==> config.mk <==
export PLATFORM = sky130hd
export DESIGN_NAME = mpw_scan
export DESIGN_NICKNAME = d
export VERILOG_FILES = /design/src/rtl/mpw_pkg.sv /design/src/rtl/mpw_scan.sv
export SDC_FILE = /design/constraint.sdc
export NUM_CORES = 1
export LEC_CHECK = 0
export ABC_AREA = 0
export ABC_CLOCK_PERIOD_IN_PS = 2830
export BUFFER_PORTS_ARGS = -buffer_cell sky130_fd_sc_hd__buf_2
export CAP_MARGIN = 30
export CORE_MARGIN = 2
export CORE_UTILIZATION = 44
export DETAILED_ROUTE_END_ITERATION = 7
export HOLD_SLACK_MARGIN = 0.05
export PLACE_DENSITY = 0.84
export SKIP_LAST_GASP = 1
export SLEW_MARGIN = 15
export SYNTH_ARGS = -nofsm -noshare
export SYNTH_HDL_FRONTEND = slang
export SYNTH_SLANG_ARGS = --single-unit
==> constraint.sdc <==
create_clock -name clk -period 2.83 [get_ports clk]
set_input_delay 0.566 -clock clk [delete_from_list [all_inputs] [get_ports clk]]
set_output_delay 0.566 -clock clk [all_outputs]
set_load 0.03 [all_outputs]
==> src/rtl/mpw_pkg.sv <==
// ----------------------------------------------------------------------------
// Max pooling package
// Sizes, register codes, reciprocal table and float compare shared by the
// max pooling modules.
// ----------------------------------------------------------------------------
package mpw_pkg;

    localparam int MAX_WIDTH  = 1024;
    localparam int MAX_HEIGHT = 1024;
    localparam int MAX_KERNEL = 8;

    localparam int COL_W  = $clog2(MAX_WIDTH);
    localparam int ROW_W  = $clog2(MAX_HEIGHT);
    localparam int SLOT_W = $clog2(MAX_KERNEL);
    localparam int ADDR_W = SLOT_W + COL_W;
    localparam int DEPTH  = MAX_KERNEL * MAX_WIDTH;

    localparam int SIZE_W     = 11;
    localparam int KERN_W     = 4;
    localparam int CFG_IDX_W  = 3;
    localparam int CFG_DATA_W = 11;
    localparam int VALUE_W    = 32;
    localparam int INDEX_W    = 20;

    localparam logic [VALUE_W-1:0] NEG_INF = 32'hFF80_0000;

    // Register indexes of the configuration port.
    localparam logic [CFG_IDX_W-1:0] REG_PLANE_HEIGHT = 3'd0;
    localparam logic [CFG_IDX_W-1:0] REG_PLANE_WIDTH  = 3'd1;
    localparam logic [CFG_IDX_W-1:0] REG_OUT_HEIGHT   = 3'd2;
    localparam logic [CFG_IDX_W-1:0] REG_OUT_WIDTH    = 3'd3;
    localparam logic [CFG_IDX_W-1:0] REG_KERNEL_H     = 3'd4;
    localparam logic [CFG_IDX_W-1:0] REG_KERNEL_W     = 3'd5;
    localparam logic [CFG_IDX_W-1:0] REG_STRIDE_ROWS  = 3'd6;
    localparam logic [CFG_IDX_W-1:0] REG_STRIDE_COLS  = 3'd7;

    // Quotient x / d for x below 2^10 is (x * RECIP[d]) >> RECIP_SHIFT.
    localparam int RECIP_SHIFT = 16;
    localparam int RECIP_W     = 17;
    localparam int PROD_W      = RECIP_W + ROW_W;
    typedef logic [RECIP_W-1:0] recip_t;
    localparam recip_t RECIP [16] = '{
        17'd65536, 17'd65536, 17'd32768, 17'd21846,
        17'd16384, 17'd13108, 17'd10923, 17'd9363,
        17'd8192,  17'd7282,  17'd6554,  17'd5958,
        17'd5462,  17'd5042,  17'd4682,  17'd4370
    };

    // One window sample headed for the compare unit.
    typedef struct packed {
        logic               start;
        logic [ROW_W-1:0]   origin_row;
        logic [COL_W-1:0]   origin_col;
        logic               valid;
        logic [VALUE_W-1:0] value;
        logic [ROW_W-1:0]   row;
        logic [COL_W-1:0]   col;
    } scan_in_t;

    // Ordered greater-than on single-precision bits; NaN never compares true.
    function automatic logic fp_greater(input logic [VALUE_W-1:0] a,
                                        input logic [VALUE_W-1:0] b);
        logic a_nan;
        logic b_nan;
        logic both_zero;
        logic res;
        a_nan     = (&a[30:23]) && (|a[22:0]);
        b_nan     = (&b[30:23]) && (|b[22:0]);
        both_zero = (a[30:0] == 31'd0) && (b[30:0] == 31'd0);
        if (a_nan || b_nan || both_zero)
        begin
            res = 1'b0;
        end
        else if (a[31] != b[31])
        begin
            res = !a[31];
        end
        else if (!a[31])
        begin
            res = a[30:0] > b[30:0];
        end
        else
        begin
            res = a[30:0] < b[30:0];
        end
        return res;
    endfunction

endpackage

==> src/rtl/mpw_scan.sv <==
// ----------------------------------------------------------------------------
// Max pooling compare unit
// Keeps the running maximum and its position over one window scan.
// ----------------------------------------------------------------------------
module mpw_scan (
    input  logic                          clk,
    input  mpw_pkg::scan_in_t             sin,
    output logic [mpw_pkg::VALUE_W-1:0]   best_value,
    output logic [mpw_pkg::ROW_W-1:0]     best_row,
    output logic [mpw_pkg::COL_W-1:0]     best_col
);
    import mpw_pkg::*;

    logic [VALUE_W-1:0] best_value_reg;
    logic [ROW_W-1:0]   best_row_reg;
    logic [COL_W-1:0]   best_col_reg;

    // A new window starts at minus infinity on its origin; a strictly
    // greater sample replaces the best, so ties keep the earlier sample.
    always_ff @(posedge clk)
    begin
        if (sin.start)
        begin
            best_value_reg <= NEG_INF;
            best_row_reg   <= sin.origin_row;
            best_col_reg   <= sin.origin_col;
        end
        else if (sin.valid && fp_greater(sin.value, best_value_reg))
        begin
            best_value_reg <= sin.value;
            best_row_reg   <= sin.row;
            best_col_reg   <= sin.col;
        end
    end

    assign best_value = best_value_reg;
    assign best_row   = best_row_reg;
    assign best_col   = best_col_reg;
endmodule

==> report_table.html <==
<table>
<tr><th>Metric</th><th>Value</th></tr>
<tr><th colspan="2">Route</th></tr>
<tr><td>Number of nets with antenna violations after detailed routing</td><td>0</td></tr>
<tr><td>WL/cell</td><td>13.82 µm</td></tr>
<tr><td>Met2 routed wirelength</td><td>3.964 mm</td></tr>
<tr><td>DR top layer</td><td>met4</td></tr>
<tr><td>M1 wire length</td><td>3.348 mm</td></tr>
<tr><td>Post-DR vias/cell</td><td>5.031</td></tr>
<tr><td>Router iterations before antenna repair</td><td>4</td></tr>
<tr><td>DRC violation count after routing</td><td>0</td></tr>
<tr><td>Total length of routed wires</td><td>7.697 mm</td></tr>
<tr><td>Initial detailed-routing violation count</td><td>117</td></tr>
<tr><td>Met3 Wirelength</td><td>315 µm</td></tr>
<tr><td>Total number of vias</td><td>2802</td></tr>
<tr><th colspan="2">Floorplan</th></tr>
<tr><td>Total Die Area</td><td>0.007972 mm²</td></tr>
<tr><td>Vertical die dimension</td><td>89.29 µm</td></tr>
<tr><td>Die Width</td><td>89.29 µm</td></tr>
<tr><td>Total I/O pin count</td><td>127</td></tr>
<tr><td># rows</td><td>31</td></tr>
<tr><td>Core Area</td><td>0.007137 mm²</td></tr>
<tr><td>Effective utilization at floorplan</td><td>0.4485</td></tr>
<tr><th colspan="2">Synthesis</th></tr>
<tr><td>Portion of the post-synthesis area used by sequential elements</td><td>0.3878</td></tr>
<tr><td>Primary FF master, synth</td><td>sky130_fd_sc_hd__dfxtp_1</td></tr>
<tr><td>Total nets after synthesis</td><td>430</td></tr>
<tr><td>Post-synthesis cell type count</td><td>29</td></tr>
<tr><td>Leading cell type by number of instances after synthesis</td><td>sky130_fd_sc_hd__nand2b_1</td></tr>
<tr><td>Fraction of post-synthesis cell area in the top cell type by area</td><td>0.2002</td></tr>
<tr><td>Cell taking the most area after synthesis</td><td>sky130_fd_sc_hd__dfxtp_1</td></tr>
<tr><td>Largest family of logic cells by synthesized area</td><td>simple AND/OR/NAND/NOR gates</td></tr>
<tr><td>Number of synthesis warnings</td><td>0</td></tr>
<tr><td>Biggest area contributors in the synthesized netlist</td><td>sky130_fd_sc_hd__dfxtp_1 20%, sky130_fd_sc_hd__edfxtp_1 19%, sky130_fd_sc_hd__ha_1 12%</td></tr>
<tr><td>Multiplexer share of the synthesized area</td><td>0.1673</td></tr>
<tr><td>Adder-cell share of the synthesized area</td><td>0.1212</td></tr>
<tr><td>Post-synth ARST share</td><td>0</td></tr>
<tr><td>Average size of a mapped cell</td><td>9.878 µm²</td></tr>
<tr><td>Synth Cell Area</td><td>0.003201 mm²</td></tr>
<tr><td>Synthesis-stage register bit count</td><td>52</td></tr>
<tr><td>Post-Synth Simple-Gate Area</td><td>0.2103</td></tr>
<tr><td>Xor/xnor cell area share of the yosys netlist</td><td>0</td></tr>
<tr><td>Top cell types by occurrence after synthesis</td><td>47 x sky130_fd_sc_hd__nand2b_1, 33 x sky130_fd_sc_hd__inv_1, 32 x sky130_fd_sc_hd__dfxtp_1</td></tr>
<tr><td>Number of enable flip-flop cells after synthesis</td><td>20</td></tr>
<tr><td>Synthesized netlist cell count</td><td>324</td></tr>
<tr><td>Post-synthesis compound-gate area fraction</td><td>0.05356</td></tr>
<tr><th colspan="2">Finish</th></tr>
<tr><td>Proportion of layout cells with a drive suffix above 1</td><td>0.3843</td></tr>
<tr><td>Multi-input gate area</td><td>0.001785 mm²</td></tr>
<tr><td>Net count reported at finish</td><td>563</td></tr>
<tr><td>Share of the core filled with cells</td><td>0.5759</td></tr>
<tr><td>Number of fill cells in the layout</td><td>643</td></tr>
<tr><td>Layout-stage area growth over the synthesis result</td><td>28.42%</td></tr>
<tr><td>Max FFs per register</td><td>32</td></tr>
<tr><td>Number of diodes</td><td>0</td></tr>
<tr><td>Final cell area excluding filler cells</td><td>0.004110 mm²</td></tr>
<tr><td>Footprint of the flip-flops and latches</td><td>0.001249 mm²</td></tr>
<tr><th colspan="2">Placement</th></tr>
<tr><td>Input/output buffers</td><td>126</td></tr>
<tr><td>Final weighted congestion of routability-driven global placement</td><td>0.8857</td></tr>
<tr><td>Placement-stage cell area</td><td>0.003965 mm²</td></tr>
<tr><td>Placed wire-length estimate</td><td>6.194 mm</td></tr>
<tr><th colspan="2">Critical path</th></tr>
<tr><td>Delay of the slowest critical-path stage</td><td>570 ps</td></tr>
<tr><td>Arrival time at the worst endpoint</td><td>2660 ps</td></tr>
<tr><td>Crit Path Class</td><td>reg -&gt; reg</td></tr>
<tr><td>CP top delay family</td><td>simple AND/OR/NAND/NOR gates</td></tr>
<tr><td>Category of the worst setup path launch point</td><td>flop</td></tr>
<tr><td>CP max-delay cell</td><td>sky130_fd_sc_hd__or4_4</td></tr>
<tr><td>Register-to-register path setup slack</td><td>180 ps</td></tr>
<tr><td>CP Buf/Inv Count</td><td>2</td></tr>
<tr><td>Crit path capture type</td><td>flop</td></tr>
<tr><td>Peak fanout along the critical path</td><td>10</td></tr>
<tr><td>Worst Path Required</td><td>2840 ps</td></tr>
<tr><td>Worst path cell trace</td><td>inv_1 -&gt; ha_1 -&gt; nand4_1 -&gt; or4_4 -&gt; a21oi_2 -&gt; nor3_1 -&gt; nor4b_4 -&gt; buf_4 -&gt; or2_4</td></tr>
<tr><th colspan="2">Clocking</th></tr>
<tr><td>Number of clock sinks seen by CTS</td><td>52</td></tr>
<tr><td>Skew-Pair Late Insertion Delay</td><td>300 ps</td></tr>
<tr><td>Max Buffers Root-to-Sink</td><td>2</td></tr>
<tr><td>Clock root buffer</td><td>sky130_fd_sc_hd__clkbuf_8</td></tr>
<tr><td>Worst-path clk slew</td><td>90 ps</td></tr>
<tr><td>CTS Hold Buffers Added</td><td>0</td></tr>
<tr><td>CTS tree</td><td>yes</td></tr>
<tr><td>CTS H-tree lvls</td><td>2</td></tr>
<tr><td>Number of buffers created by CTS</td><td>5</td></tr>
<tr><th colspan="2">STA</th></tr>
<tr><td>Setup repair after global routing missed its margin</td><td>true</td></tr>
<tr><td>Max-slew violation count</td><td>0</td></tr>
<tr><td>Total negative slack for setup checks</td><td>0 ps</td></tr>
<tr><td>Max transition margin</td><td>0.5693</td></tr>
<tr><td>Final critical-path share of the clock period</td><td>0.9366</td></tr>
<tr><td>Shortest clock period the worst path allows after layout</td><td>2651 ps</td></tr>
<tr><td>Number of hold violations in the final report</td><td>0</td></tr>
<tr><td>Upper clock frequency limit</td><td>0.3773 GHz</td></tr>
<tr><td>Final clock skew</td><td>8.334 ps</td></tr>
<tr><td>Hold slack</td><td>494.0 ps</td></tr>
<tr><td>Final-report setup violation count</td><td>0</td></tr>
<tr><td>Worst-Margin Slew</td><td>646.1 ps</td></tr>
<tr><th colspan="2">Global routing</th></tr>
<tr><td>Gr ovfl total</td><td>0</td></tr>
<tr><td>Largest net degree at the start of global routing</td><td>35</td></tr>
<tr><td>First-pass GRT wire length</td><td>11.63 mm</td></tr>
<tr><td>Vias in the first global route</td><td>2553</td></tr>
<tr><td>Antenna violations before repair</td><td>0</td></tr>
<tr><td>Gr usage total</td><td>0.1872</td></tr>
<tr><th colspan="2">Pwr</th></tr>
<tr><td>Standby leakage power</td><td>1.899 nW</td></tr>
<tr><td>Cell area power density</td><td>751.0 mW/mm²</td></tr>
<tr><td>Post-layout total power</td><td>3.087 mW</td></tr>
<tr><td>Maximum ir drop on the vdd rail</td><td>451.8 µV</td></tr>
<tr><th colspan="2">Outcome</th></tr>
<tr><td>Status</td><td>completed</td></tr>
<tr><th colspan="2">Run</th></tr>
<tr><td>Max cap viols</td><td>0</td></tr>
<tr><th colspan="2">Hold path</th></tr>
<tr><td>Worst hold-check path type</td><td>reg -&gt; reg</td></tr>
</table>
-- power breakdown --
group	total [mW]	leakage [nW]	internal [mW]	switching (mW)
clock network	0.508	0.0558	0.262	0.246
logic	1.45	1.38	0.541	0.910
registers	1.13	0.462	1.00	0.126
-- worst register-to-register path, cell delays in order (launching register included) --
cell and delay (ps):
sky130_fd_sc_hd__dfxtp_1 400, sky130_fd_sc_hd__inv_1 70, sky130_fd_sc_hd__ha_1 290, sky130_fd_sc_hd__nand4_1 140
sky130_fd_sc_hd__or4_4 570, sky130_fd_sc_hd__a21oi_2 130, sky130_fd_sc_hd__nor3_1 80, sky130_fd_sc_hd__nor4b_4 310
sky130_fd_sc_hd__buf_4 180, sky130_fd_sc_hd__or2_4 200
-- path summary, 6_finish.rpt --
check,endpoint,cells after the start,from
setup / recovery,best_col[7],9,best_value[29]
hold / removal,best_value[16],2,best_value[16]
hold reg to reg,best_value[16],2,best_value[16]
setup reg to reg,best_col[7],9,best_value[29]
-- layout make-up --
cell class	instances	share of cell area
Timing Repair Buffer	137	0.1744
Clock inverter	3	0.01035
Multi-Input combinational cell	228	0.4344
Clock buffer	5	0.01674
Sequential cell	52	0.3038
Tap cell	99	0.03014
Inverter	33	0.03014
-- layout by cell type, fill, tap and decap left out, types with 9 or more instances in the layout --
cell type	synthesis	final
sky130_fd_sc_hd__buf_4	0	10
sky130_fd_sc_hd__nand2b_1	47	47
sky130_fd_sc_hd__edfxtp_1	20	20
sky130_fd_sc_hd__nor2_1	21	21
sky130_fd_sc_hd__ha_1	31	31
sky130_fd_sc_hd__nand2_1	9	9
sky130_fd_sc_hd__buf_2	0	126
sky130_fd_sc_hd__mux2_2	20	20
sky130_fd_sc_hd__dfxtp_1	32	26
sky130_fd_sc_hd__a21oi_1	10	10
sky130_fd_sc_hd__inv_1	33	33
sky130_fd_sc_hd__nand4_1	13	13
sky130_fd_sc_hd__nor4_1	14	14
sky130_fd_sc_hd__mux2i_1	31	31
-- cells by family after synthesis --
family          count (synthesis)
compound gates                 28
fa+ha+maj                      31
buf+inv                        45
flops                          52
mux                            51
simple gates                  117
-- routing by layer --
layer,track usage,vias to the layer above
met5,0,-
met1,0.2388,1303
met4,0.04206,0
li1,-,1410
met2,0.3320,82
met3,0.03139,7
-- through the flow --
| step | worst slack [ps] | instances |
|---|---|---|
| after CTS | 193.6 | 555 |
| after global placement | -50.41 | 547 |
| after floorplan | 29.74 | 324 |
| after global routing | -30.81 | 557 |
| after detailed placement | -61.86 | 547 |
| final | 179.3 | 557 |
-- timing repair --
action,4_1_cts,5_1_grt
resized for setup,0,9
endpoints found under the setup margin,0,38
setup buffers,0,1
No activity file was read; power rests on OpenSTA's default activity.
